**src/rtl/core/sss_pkg.sv**
```systemverilog
// sss_pkg: widths and derived sizes for the sample statistics summary block
// no dependencies; imported by sample_statistics_summary
package sss_pkg;

  // sizing of the run
  localparam int SAMPLE_BITS = 24;
  localparam int COUNT_BITS  = 16;

  // fixed port widths
  localparam int IN_SMP_W  = 24;
  localparam int OUT_CNT_W = 16;
  localparam int STAT_W    = 32;

  // derived datapath widths
  localparam int FRAC_BITS  = 8;
  localparam int SUM_BITS   = SAMPLE_BITS + COUNT_BITS;
  localparam int SQ_BITS    = 2 * SAMPLE_BITS;
  localparam int SUMSQ_BITS = 2 * SAMPLE_BITS + COUNT_BITS;
  localparam int VAR_BITS   = 2 * SAMPLE_BITS + 2 * COUNT_BITS;
  localparam int DIV_BITS   = SUM_BITS + FRAC_BITS;
  localparam int ROOT_BITS  = DIV_BITS;
  localparam int STEP_W     = $clog2(DIV_BITS);

  localparam logic [SAMPLE_BITS-1:0] SMP_MAX   = '1;
  localparam logic [COUNT_BITS-1:0]  COUNT_CAP = '1;

endpackage

```
**src/rtl/core/sample_statistics_summary.sv**
```systemverilog
// sample_statistics_summary: count, min, max, mean and standard deviation of a run
// depends on sss_pkg for widths and derived sizes
//
//   channel  handshake               payload
//   -------  ----------------------  ------------------------------------------------
//   in       in_valid_i / in_ready_o  sample_i, has_sample_i, last_i
//   out      out_valid_o/ out_ready_i sample_count_o, minimum_o, maximum_o,
//                                     mean_q8_o, stddev_q8_o, overflowed_o
//
// items without last are taken one per cycle while no run is closing or finishing:
// one stage squares the sample, the next folds it into count, min, max, sum and
// sum of squares; a last item closes the run, and the finish works one bit per
// cycle through a shift-add multiplier, a digit-by-digit square root and a
// restoring divider
// reset clears the run to its empty state and drops any pending result
// a result held on out does not block the next run; a second finish waits in
// its last state until the output register is free
module sample_statistics_summary (
  input  logic                             clk_i,
  input  logic                             rst_ni,
  input  logic                             in_valid_i,
  output logic                             in_ready_o,
  input  logic [sss_pkg::IN_SMP_W-1:0]     sample_i,
  input  logic                             has_sample_i,
  input  logic                             last_i,
  output logic                             out_valid_o,
  input  logic                             out_ready_i,
  output logic [sss_pkg::OUT_CNT_W-1:0]    sample_count_o,
  output logic [sss_pkg::IN_SMP_W-1:0]     minimum_o,
  output logic [sss_pkg::IN_SMP_W-1:0]     maximum_o,
  output logic [sss_pkg::STAT_W-1:0]       mean_q8_o,
  output logic [sss_pkg::STAT_W-1:0]       stddev_q8_o,
  output logic                             overflowed_o
);
  import sss_pkg::*;

  // sequencer states
  localparam logic [2:0] S_ACC  = 3'd0;  // taking samples
  localparam logic [2:0] S_LOAD = 3'd1;  // run closed, set up the multiplier
  localparam logic [2:0] S_MUL  = 3'd2;  // n*sumsq - sum*sum, one bit a cycle
  localparam logic [2:0] S_SQRT = 3'd3;  // integer square root, one digit a cycle
  localparam logic [2:0] S_DIVM = 3'd4;  // mean division
  localparam logic [2:0] S_DIVS = 3'd5;  // deviation division
  localparam logic [2:0] S_OUT  = 3'd6;  // wait for a free output register

  logic [2:0] state_q, state_d;

  // input stage
  logic                   p_act_q, p_act_d;
  logic                   p_last_q, p_last_d;
  logic                   p_has_q, p_has_d;
  logic [SAMPLE_BITS-1:0] p_smp_q, p_smp_d;
  logic [SQ_BITS-1:0]     p_sq_q, p_sq_d;

  // run state
  logic [COUNT_BITS-1:0]  run_count_q, run_count_d;
  logic [SAMPLE_BITS-1:0] run_min_q, run_min_d;
  logic [SAMPLE_BITS-1:0] run_max_q, run_max_d;
  logic [SUM_BITS-1:0]    run_sum_q, run_sum_d;
  logic [SUMSQ_BITS-1:0]  run_sumsq_q, run_sumsq_d;
  logic                   run_ovf_q, run_ovf_d;

  // finish datapath
  logic [STEP_W-1:0]      step_q, step_d;
  logic                   sub_q, sub_d;
  logic [VAR_BITS-1:0]    acc_q, acc_d;
  logic [VAR_BITS-1:0]    mcand_q, mcand_d;
  logic [SUM_BITS-1:0]    mplr_q, mplr_d;
  logic [ROOT_BITS+1:0]   srem_q, srem_d;
  logic [ROOT_BITS-1:0]   root_q, root_d;
  logic [DIV_BITS-1:0]    dvd_q, dvd_d;
  logic [COUNT_BITS-1:0]  drem_q, drem_d;
  logic [STAT_W-1:0]      mean_q, mean_d;
  logic [STAT_W-1:0]      sdev_q, sdev_d;

  // output register
  logic                   o_vld_q, o_vld_d;
  logic [OUT_CNT_W-1:0]   o_cnt_q, o_cnt_d;
  logic [IN_SMP_W-1:0]    o_min_q, o_min_d;
  logic [IN_SMP_W-1:0]    o_max_q, o_max_d;
  logic [STAT_W-1:0]      o_mean_q, o_mean_d;
  logic [STAT_W-1:0]      o_sdev_q, o_sdev_d;
  logic                   o_ovf_q, o_ovf_d;

  logic                   in_fire;
  logic [SAMPLE_BITS-1:0] smp_sat;
  logic                   out_free;

  // square root step
  logic [ROOT_BITS+1:0]   s_cand, s_trial, srem_nx;
  logic                   s_fit;
  logic [ROOT_BITS-1:0]   root_nx;

  // divider step, dividend register doubles as the quotient
  logic [COUNT_BITS:0]    d_cand;
  logic                   d_fit;
  logic [COUNT_BITS-1:0]  drem_nx;
  logic [DIV_BITS-1:0]    dvd_nx;

  // accept only while accumulating and no closing item is in flight
  assign in_ready_o = (state_q == S_ACC) && !(p_act_q && p_last_q);
  assign in_fire    = in_valid_i && in_ready_o;
  assign out_free   = !o_vld_q || out_ready_i;

  // oversized samples saturate to the top of the sample range
  assign smp_sat = (sample_i > IN_SMP_W'(SMP_MAX)) ? SMP_MAX
                                                   : sample_i[SAMPLE_BITS-1:0];

  assign s_cand  = {srem_q[ROOT_BITS-1:0], acc_q[VAR_BITS-1 -: 2]};
  assign s_trial = {root_q, 2'b01};
  assign s_fit   = (s_cand >= s_trial);
  assign srem_nx = s_fit ? (s_cand - s_trial) : s_cand;
  assign root_nx = {root_q[ROOT_BITS-2:0], s_fit};

  assign d_cand  = {drem_q, dvd_q[DIV_BITS-1]};
  assign d_fit   = (d_cand >= {1'b0, run_count_q});
  assign drem_nx = d_fit ? COUNT_BITS'(d_cand - {1'b0, run_count_q})
                         : d_cand[COUNT_BITS-1:0];
  assign dvd_nx  = {dvd_q[DIV_BITS-2:0], d_fit};

  always_comb begin
    state_d     = state_q;
    p_act_d     = in_fire;
    p_last_d    = p_last_q;
    p_has_d     = p_has_q;
    p_smp_d     = p_smp_q;
    p_sq_d      = p_sq_q;
    run_count_d = run_count_q;
    run_min_d   = run_min_q;
    run_max_d   = run_max_q;
    run_sum_d   = run_sum_q;
    run_sumsq_d = run_sumsq_q;
    run_ovf_d   = run_ovf_q;
    step_d      = step_q;
    sub_d       = sub_q;
    acc_d       = acc_q;
    mcand_d     = mcand_q;
    mplr_d      = mplr_q;
    srem_d      = srem_q;
    root_d      = root_q;
    dvd_d       = dvd_q;
    drem_d      = drem_q;
    mean_d      = mean_q;
    sdev_d      = sdev_q;
    o_vld_d     = o_vld_q && !out_ready_i;
    o_cnt_d     = o_cnt_q;
    o_min_d     = o_min_q;
    o_max_d     = o_max_q;
    o_mean_d    = o_mean_q;
    o_sdev_d    = o_sdev_q;
    o_ovf_d     = o_ovf_q;

    // square stage
    if (in_fire) begin
      p_last_d = last_i;
      p_has_d  = has_sample_i;
      p_smp_d  = smp_sat;
      p_sq_d   = SQ_BITS'(smp_sat) * SQ_BITS'(smp_sat);
    end

    case (state_q)
      S_ACC: begin
        if (p_act_q) begin
          if (p_has_q) begin
            if (run_count_q == COUNT_CAP) begin
              run_ovf_d = 1'b1;
            end else begin
              run_count_d = run_count_q + 1'b1;
              if (p_smp_q < run_min_q) run_min_d = p_smp_q;
              if (p_smp_q > run_max_q) run_max_d = p_smp_q;
              run_sum_d   = run_sum_q + SUM_BITS'(p_smp_q);
              run_sumsq_d = run_sumsq_q + SUMSQ_BITS'(p_sq_q);
            end
          end
          if (p_last_q) state_d = S_LOAD;
        end
      end
      S_LOAD: begin
        if (run_count_q == '0) begin
          mean_d  = '0;
          sdev_d  = '0;
          state_d = S_OUT;
        end else begin
          // first pass adds n copies of sumsq
          acc_d   = '0;
          mcand_d = VAR_BITS'(run_sumsq_q);
          mplr_d  = SUM_BITS'(run_count_q);
          sub_d   = 1'b0;
          step_d  = '0;
          state_d = S_MUL;
        end
      end
      S_MUL: begin
        if (mplr_q[0]) begin
          acc_d = sub_q ? (acc_q - mcand_q) : (acc_q + mcand_q);
        end
        mcand_d = mcand_q << 1;
        mplr_d  = mplr_q >> 1;
        step_d  = step_q + 1'b1;
        if (!sub_q && step_q == STEP_W'(COUNT_BITS - 1)) begin
          // second pass takes sum*sum back off
          mcand_d = VAR_BITS'(run_sum_q);
          mplr_d  = run_sum_q;
          sub_d   = 1'b1;
          step_d  = '0;
        end else if (sub_q && step_q == STEP_W'(SUM_BITS - 1)) begin
          srem_d  = '0;
          root_d  = '0;
          step_d  = '0;
          state_d = S_SQRT;
        end
      end
      S_SQRT: begin
        // radicand is acc shifted up by twice the fraction bits; zeros shift in below
        acc_d  = acc_q << 2;
        srem_d = srem_nx;
        root_d = root_nx;
        step_d = step_q + 1'b1;
        if (step_q == STEP_W'(ROOT_BITS - 1)) begin
          dvd_d   = {run_sum_q, FRAC_BITS'(0)};
          drem_d  = '0;
          step_d  = '0;
          state_d = S_DIVM;
        end
      end
      S_DIVM: begin
        dvd_d  = dvd_nx;
        drem_d = drem_nx;
        step_d = step_q + 1'b1;
        if (step_q == STEP_W'(DIV_BITS - 1)) begin
          mean_d  = STAT_W'(dvd_nx);
          dvd_d   = root_q;
          drem_d  = '0;
          step_d  = '0;
          state_d = S_DIVS;
        end
      end
      S_DIVS: begin
        dvd_d  = dvd_nx;
        drem_d = drem_nx;
        step_d = step_q + 1'b1;
        if (step_q == STEP_W'(DIV_BITS - 1)) begin
          sdev_d  = STAT_W'(dvd_nx);
          state_d = S_OUT;
        end
      end
      S_OUT: begin
        if (out_free) begin
          o_vld_d  = 1'b1;
          o_cnt_d  = OUT_CNT_W'(run_count_q);
          // an empty run reports zero, not the all-ones start value
          o_min_d  = (run_count_q == '0) ? '0 : IN_SMP_W'(run_min_q);
          o_max_d  = IN_SMP_W'(run_max_q);
          o_mean_d = mean_q;
          o_sdev_d = sdev_q;
          o_ovf_d  = run_ovf_q;
          // back to the empty run
          run_count_d = '0;
          run_min_d   = SMP_MAX;
          run_max_d   = '0;
          run_sum_d   = '0;
          run_sumsq_d = '0;
          run_ovf_d   = 1'b0;
          state_d     = S_ACC;
        end
      end
      default: begin
        state_d = S_ACC;
      end
    endcase
  end

  always_ff @(posedge clk_i or negedge rst_ni) begin
    if (!rst_ni) begin
      state_q     <= S_ACC;
      p_act_q     <= 1'b0;
      p_last_q    <= 1'b0;
      run_count_q <= '0;
      run_min_q   <= SMP_MAX;
      run_max_q   <= '0;
      run_sum_q   <= '0;
      run_sumsq_q <= '0;
      run_ovf_q   <= 1'b0;
      step_q      <= '0;
      sub_q       <= 1'b0;
      o_vld_q     <= 1'b0;
    end else begin
      state_q     <= state_d;
      p_act_q     <= p_act_d;
      p_last_q    <= p_last_d;
      run_count_q <= run_count_d;
      run_min_q   <= run_min_d;
      run_max_q   <= run_max_d;
      run_sum_q   <= run_sum_d;
      run_sumsq_q <= run_sumsq_d;
      run_ovf_q   <= run_ovf_d;
      step_q      <= step_d;
      sub_q       <= sub_d;
      o_vld_q     <= o_vld_d;
    end
  end

  always_ff @(posedge clk_i) begin
    p_has_q  <= p_has_d;
    p_smp_q  <= p_smp_d;
    p_sq_q   <= p_sq_d;
    acc_q    <= acc_d;
    mcand_q  <= mcand_d;
    mplr_q   <= mplr_d;
    srem_q   <= srem_d;
    root_q   <= root_d;
    dvd_q    <= dvd_d;
    drem_q   <= drem_d;
    mean_q   <= mean_d;
    sdev_q   <= sdev_d;
    o_cnt_q  <= o_cnt_d;
    o_min_q  <= o_min_d;
    o_max_q  <= o_max_d;
    o_mean_q <= o_mean_d;
    o_sdev_q <= o_sdev_d;
    o_ovf_q  <= o_ovf_d;
  end

  assign out_valid_o    = o_vld_q;
  assign sample_count_o = o_cnt_q;
  assign minimum_o      = o_min_q;
  assign maximum_o      = o_max_q;
  assign mean_q8_o      = o_mean_q;
  assign stddev_q8_o    = o_sdev_q;
  assign overflowed_o   = o_ovf_q;

  // dropped samples only ever happen on a full run
  a_ovf_full: assert property (@(posedge clk_i) disable iff (!rst_ni)
    run_ovf_q |-> (run_count_q == COUNT_CAP))
    else $error("overflow flag set on a run that is not full");

  // an empty run reports zeros throughout
  a_empty_zero: assert property (@(posedge clk_i) disable iff (!rst_ni)
    (o_vld_q && o_cnt_q == '0) |->
      (o_min_q == '0 && o_mean_q == '0 && o_sdev_q == '0 && !o_ovf_q))
    else $error("empty run gave a nonzero result");

  // floored mean lies between min and max in fixed point with 8 fraction bits
  a_mean_range: assert property (@(posedge clk_i) disable iff (!rst_ni)
    (o_vld_q && o_cnt_q != '0) |->
      (o_min_q <= o_max_q && o_mean_q >= {o_min_q, 8'h00} &&
       o_mean_q <= {o_max_q, 8'h00}))
    else $error("mean outside the sample range");

  // a closing item blocks intake until the run is back in accumulation
  a_close_blocks: assert property (@(posedge clk_i) disable iff (!rst_ni)
    (p_act_q && p_last_q) |=> !in_ready_o)
    else $error("input accepted while a run is being finished");

endmodule
```
**config.mk**
```make
export PLATFORM = sky130hd
export DESIGN_NAME = sample_statistics_summary
export DESIGN_NICKNAME = d
export VERILOG_FILES = /design/src/rtl/core/sss_pkg.sv /design/src/rtl/core/sample_statistics_summary.sv
export SDC_FILE = /design/constraint.sdc
export NUM_CORES = 2
export LEC_CHECK = 0
export ABC_AREA = 0
export ABC_CLOCK_PERIOD_IN_PS = 9800
export BUFFER_PORTS_ARGS = -buffer_cell sky130_fd_sc_hd__buf_2
export CAP_MARGIN = 10
export CORE_MARGIN = 2
export CORE_UTILIZATION = 45
export CTS_BUF_LIST = sky130_fd_sc_hd__clkbuf_8
export DETAILED_ROUTE_END_ITERATION = 12
export PLACE_DENSITY = 0.63
export SYNTH_ARGS = -nofsm -noshare
export SYNTH_HDL_FRONTEND = slang
export SYNTH_SLANG_ARGS = --single-unit
```
**constraint.sdc**
```tcl
create_clock -name clk_i -period 9.8 [get_ports clk_i]
set_clock_uncertainty 0.2 [all_clocks]
set_input_delay 0.49 -clock clk_i [delete_from_list [all_inputs] [get_ports clk_i]]
set_output_delay 0.49 -clock clk_i [all_outputs]
set_load 0.01 [all_outputs]
```
==> impl_metrics.env <==
export IMPL_yosysWarnings=0
export IMPL_period_share_pct=85.68
export IMPL_async_reset_ff_share_pct=22.58
export IMPL_grt_pass1_vias=45540
export IMPL_htree_levels=4
export IMPL_switching_power_mw=8.677
export IMPL_antenna_found_initial=2
export IMPL_route_detailed_wl_per_inst_um=19.45
export IMPL_critPathArrivalTime_ns=8.76
export IMPL_synth_most_common_cell="inv_1"
export IMPL_cellInternalPower_mw=11.25
export IMPL_clk_latency_ns=0.84
export IMPL_rows=136
export IMPL_fmax_mhz=119.1
export IMPL_maxSlewHeadroom_pct=21.67
export IMPL_clkPwrFrac_pct=15.9
export IMPL_numCtsBuffers=145
export IMPL_crit_path_start="sample_i[7]"
export IMPL_synth_ff_latch_count=806
export IMPL_grt_max_degree=103
export IMPL_start_util_pct=45.20
export IMPL_synth_main_ff_cell="edfxtp_1"
export IMPL_top_level_ports=161
export IMPL_vias=45600
export IMPL_avgSynthCellArea_um2=9.965
export IMPL_fin_nets=7186
export IMPL_drtAntennaViolNets=0
export IMPL_place_congestion=0.8869
export IMPL_area_growth_pct=8.951
export IMPL_r2r_slack_ns=2.85
export IMPL_min_path_cells=1
export IMPL_drcViolationCount=0
export IMPL_synthesis_area_um2=61920
export IMPL_rr_endpoint="acc_q[77]"
export IMPL_startpoint_type="input port"
export IMPL_cts_path_max_buffers=3
export IMPL_fillCellCount=12640
export IMPL_ir_drop_uv=559.2
export IMPL_vias_per_cell=5.558
export IMPL_timing_max_cap_violations=0
export IMPL_clock_sinks=806
export IMPL_drive_above_1_share_pct=7.818
export IMPL_cp_max_fo=21
export IMPL_synth_area_top_cells="edfxtp_1, fa_1, ha_1, dfrtp_1, inv_1"
export IMPL_cts_root_buffer="clkbuf_8"
export IMPL_cts_tree="yes"
export IMPL_synthTopCellsByCount="inv_1, nand2_1, edfxtp_1"
export IMPL_synth_top_area_share_pct=30.26
export IMPL_hpwl_mm=118.1
export IMPL_drt_iter0_drc=3883
export IMPL_fin_area_um2=67460
export IMPL_p_leak_nw=30.22
export IMPL_rsz0062_at_grt="false"
export IMPL_seqCellArea_um2=23320
export IMPL_worstHoldEndpoint="p_smp_q[20]"
export IMPL_hold_viol=0
export IMPL_post_cts_resized=0
export IMPL_ctsHoldBuffers=28
export IMPL_r2r_start="mcand_q[0]"
export IMPL_place_area_um2=64250
export IMPL_setup_viol=0
export IMPL_cts_clk_slew_worst_paths_ns=0.06
export IMPL_power_frac_seq_pct=21.6
export IMPL_outcome="finished, final reports clean"
export IMPL_syn_num_nets=7110
export IMPL_multi_input_comb_area_um2=34530
export IMPL_end_kind="flop"
export IMPL_wl_mm=159.6
export IMPL_synthDistinctLibCells=95
export IMPL_die_height_um=375.0
export IMPL_die_w_um=375.0
export IMPL_path_class="in2reg"
export IMPL_maxSlewViolCount=0
export IMPL_tightest_slew_ns=1.167
export IMPL_dr_pass1_iters=8
export IMPL_fin_tns_setup_ns=0
export IMPL_hold_start="sample_i[20]"
export IMPL_combPwrFrac_pct=62.5
export IMPL_hp_class="in2reg"
export IMPL_swShare_pct=43.55
export IMPL_core_area_um2=137000
export IMPL_io_buffers=160
export IMPL_yosysTopAreaCell="edfxtp_1"
export IMPL_period_needed_ns=8.397
export IMPL_grt_pass1_wl_mm=253.0
export IMPL_synth_edf_count=624
export IMPL_powerDensity_nw_per_um2=295.3
export IMPL_postCtsSetupBuffers=0
export IMPL_r2r_cells=22
export IMPL_synthesis_instances=6214
export IMPL_required_ns=10.17
export IMPL_grt_total_usage_pct=22.60
export IMPL_grt_overflow=0
export IMPL_die_area_um2=140600
export IMPL_seq_area_frac_synth_pct=37.66
-- cells in the final DEF (no fill, tap or decap), types with 15 or more instances in the layout --
| master | n |
|---|---|
| nand2_1 | 628 |
| nor2b_1 | 34 |
| edfxtp_1 | 624 |
| o21bai_1 | 54 |
| a222oi_1 | 40 |
| buf_2 | 159 |
| nand2b_1 | 37 |
| nor3_1 | 75 |
| a21o_1 | 161 |
| inv_1 | 839 |
| dfstp_2 | 24 |
| o21a_1 | 25 |
| clkinv_1 | 27 |
| nor2_1 | 375 |
| clkbuf_8 | 165 |
| a211oi_1 | 54 |
| dlygate4sd3_1 | 27 |
| and3_1 | 56 |
| fa_1 | 429 |
| and2_1 | 208 |
| a22o_1 | 78 |
| nand3_1 | 90 |
| ha_1 | 437 |
| xor2_1 | 101 |
| xnor2_1 | 251 |
| o21ai_0 | 256 |
| a31oi_1 | 70 |
| mux2i_1 | 49 |
| clkinv_2 | 15 |
| nand4_1 | 83 |
| a21oi_1 | 398 |
| nor4_1 | 19 |
| buf_4 | 44 |
| o31ai_1 | 40 |
| or3_1 | 24 |
| dfrtp_1 | 157 |
-- layout make-up --
cell class                      count  share of cell area [%]
Clock inverter                    101                  0.9533
Sequential cell                   806                   34.57
Multi-Input combinational cell   4304                   51.19
Antenna cell                        2                0.007418
Clock buffer                      164                   3.346
Inverter                          800                   4.458
Timing Repair Buffer              233                   2.148
Tap cell                         1794                   3.327
-- layer usage --
layer	vias to the layer above	global-route usage [%]	wire length [um]
li1	21580	-	-
met1	22460	32.01	73030
met2	1304	36.28	73200
met3	252	2.976	9271
met4	0	6.497	4091
met5	-	0	0
-- worst max-delay path by stage --
stage / endpoint / slack (ns) / cells past startpoint
final: p_sq_q[46] / 1.40 / 27
after detailed placement: p_sq_q[46] / 1.17 / 26
after global routing: p_sq_q[47] / 1.14 / 28
after CTS: p_sq_q[46] / 1.54 / 27
after floorplan: p_sq_q[46] / 1.79 / 27
after global placement: p_sq_q[46] / 1.26 / 26
-- critical path, stage by stage --
cell and delay, ns:
dlygate4sd3_1 0.52, buf_2 0.47, inv_1 0.29, nor2_1 0.35, fa_1 0.50, fa_1 0.52
inv_1 0.06, fa_1 0.43, fa_1 0.48, inv_1 0.05, fa_1 0.47, fa_1 0.55
inv_1 0.06, fa_1 0.52, inv_1 0.04, ha_1 0.38, and3_1 0.22, o21a_1 0.13
a221o_1 0.38, a31oi_4 0.20, o31a_1 0.21, o21ai_1 0.11, a2111o_1 0.42, a21oi_2 0.27
o21ai_2 0.11, a311o_1 0.37, xor2_1 0.14
-- stage by stage --
stage               power [mW]  instances  hold WS (ns)  util (%)  setup slack [ns]
finish                   19.92       8204       0.08070     49.25             1.403
global route             21.97       8204       0.05345     49.25             1.138
CTS                      20.02       8201      0.008934     49.24             1.543
detailed placement       16.74       7908        0.2054     46.90             1.170
global placement         16.60       7908        0.2008     46.90             1.261
floorplan                14.09       6214     -0.005591         -             1.794
-- power groups by stage --
stage | registers (mW) | clock network, mW | logic [mW]
after floorplan | 4.38 | 0 | 9.71
after global placement | 4.38 | 0 | 12.2
after detailed placement | 4.38 | 0 | 12.4
after CTS | 4.31 | 3.25 | 12.5
after global routing | 4.31 | 3.39 | 14.3
final | 4.31 | 3.17 | 12.4
-- cell families after synthesis --
kind of cell	share of synthesized area (%)
AO/OA/AOI/OAI	14.05
XOR/XNOR	5.005
adder cells (fa/ha/maj)	22.70
buffers and inverters	6.777
flip-flops	37.66
multiplexers	0.8466
AND/OR/NAND/NOR	12.96
-- registers in the layout (all words and copies together), names as in the netlist, 24 cells and up --
| name | flops |
|---|---|
| stddev_q8_o | 32 |
| maximum_o | 24 |
| srem_q | 48 |
| mcand_q | 80 |
| run_sum_q | 40 |
| root_q | 48 |
| run_min_q | 24 |
| sdev_q | 32 |
| p_smp_q | 24 |
| run_max_q | 24 |
| acc_q | 80 |
| mean_q8_o | 32 |
| run_sumsq_q | 64 |
| p_sq_q | 46 |
| mean_q | 32 |
| mplr_q | 40 |
| dvd_q | 48 |
| minimum_o | 24 |
(Power assumes the default switching activity.)
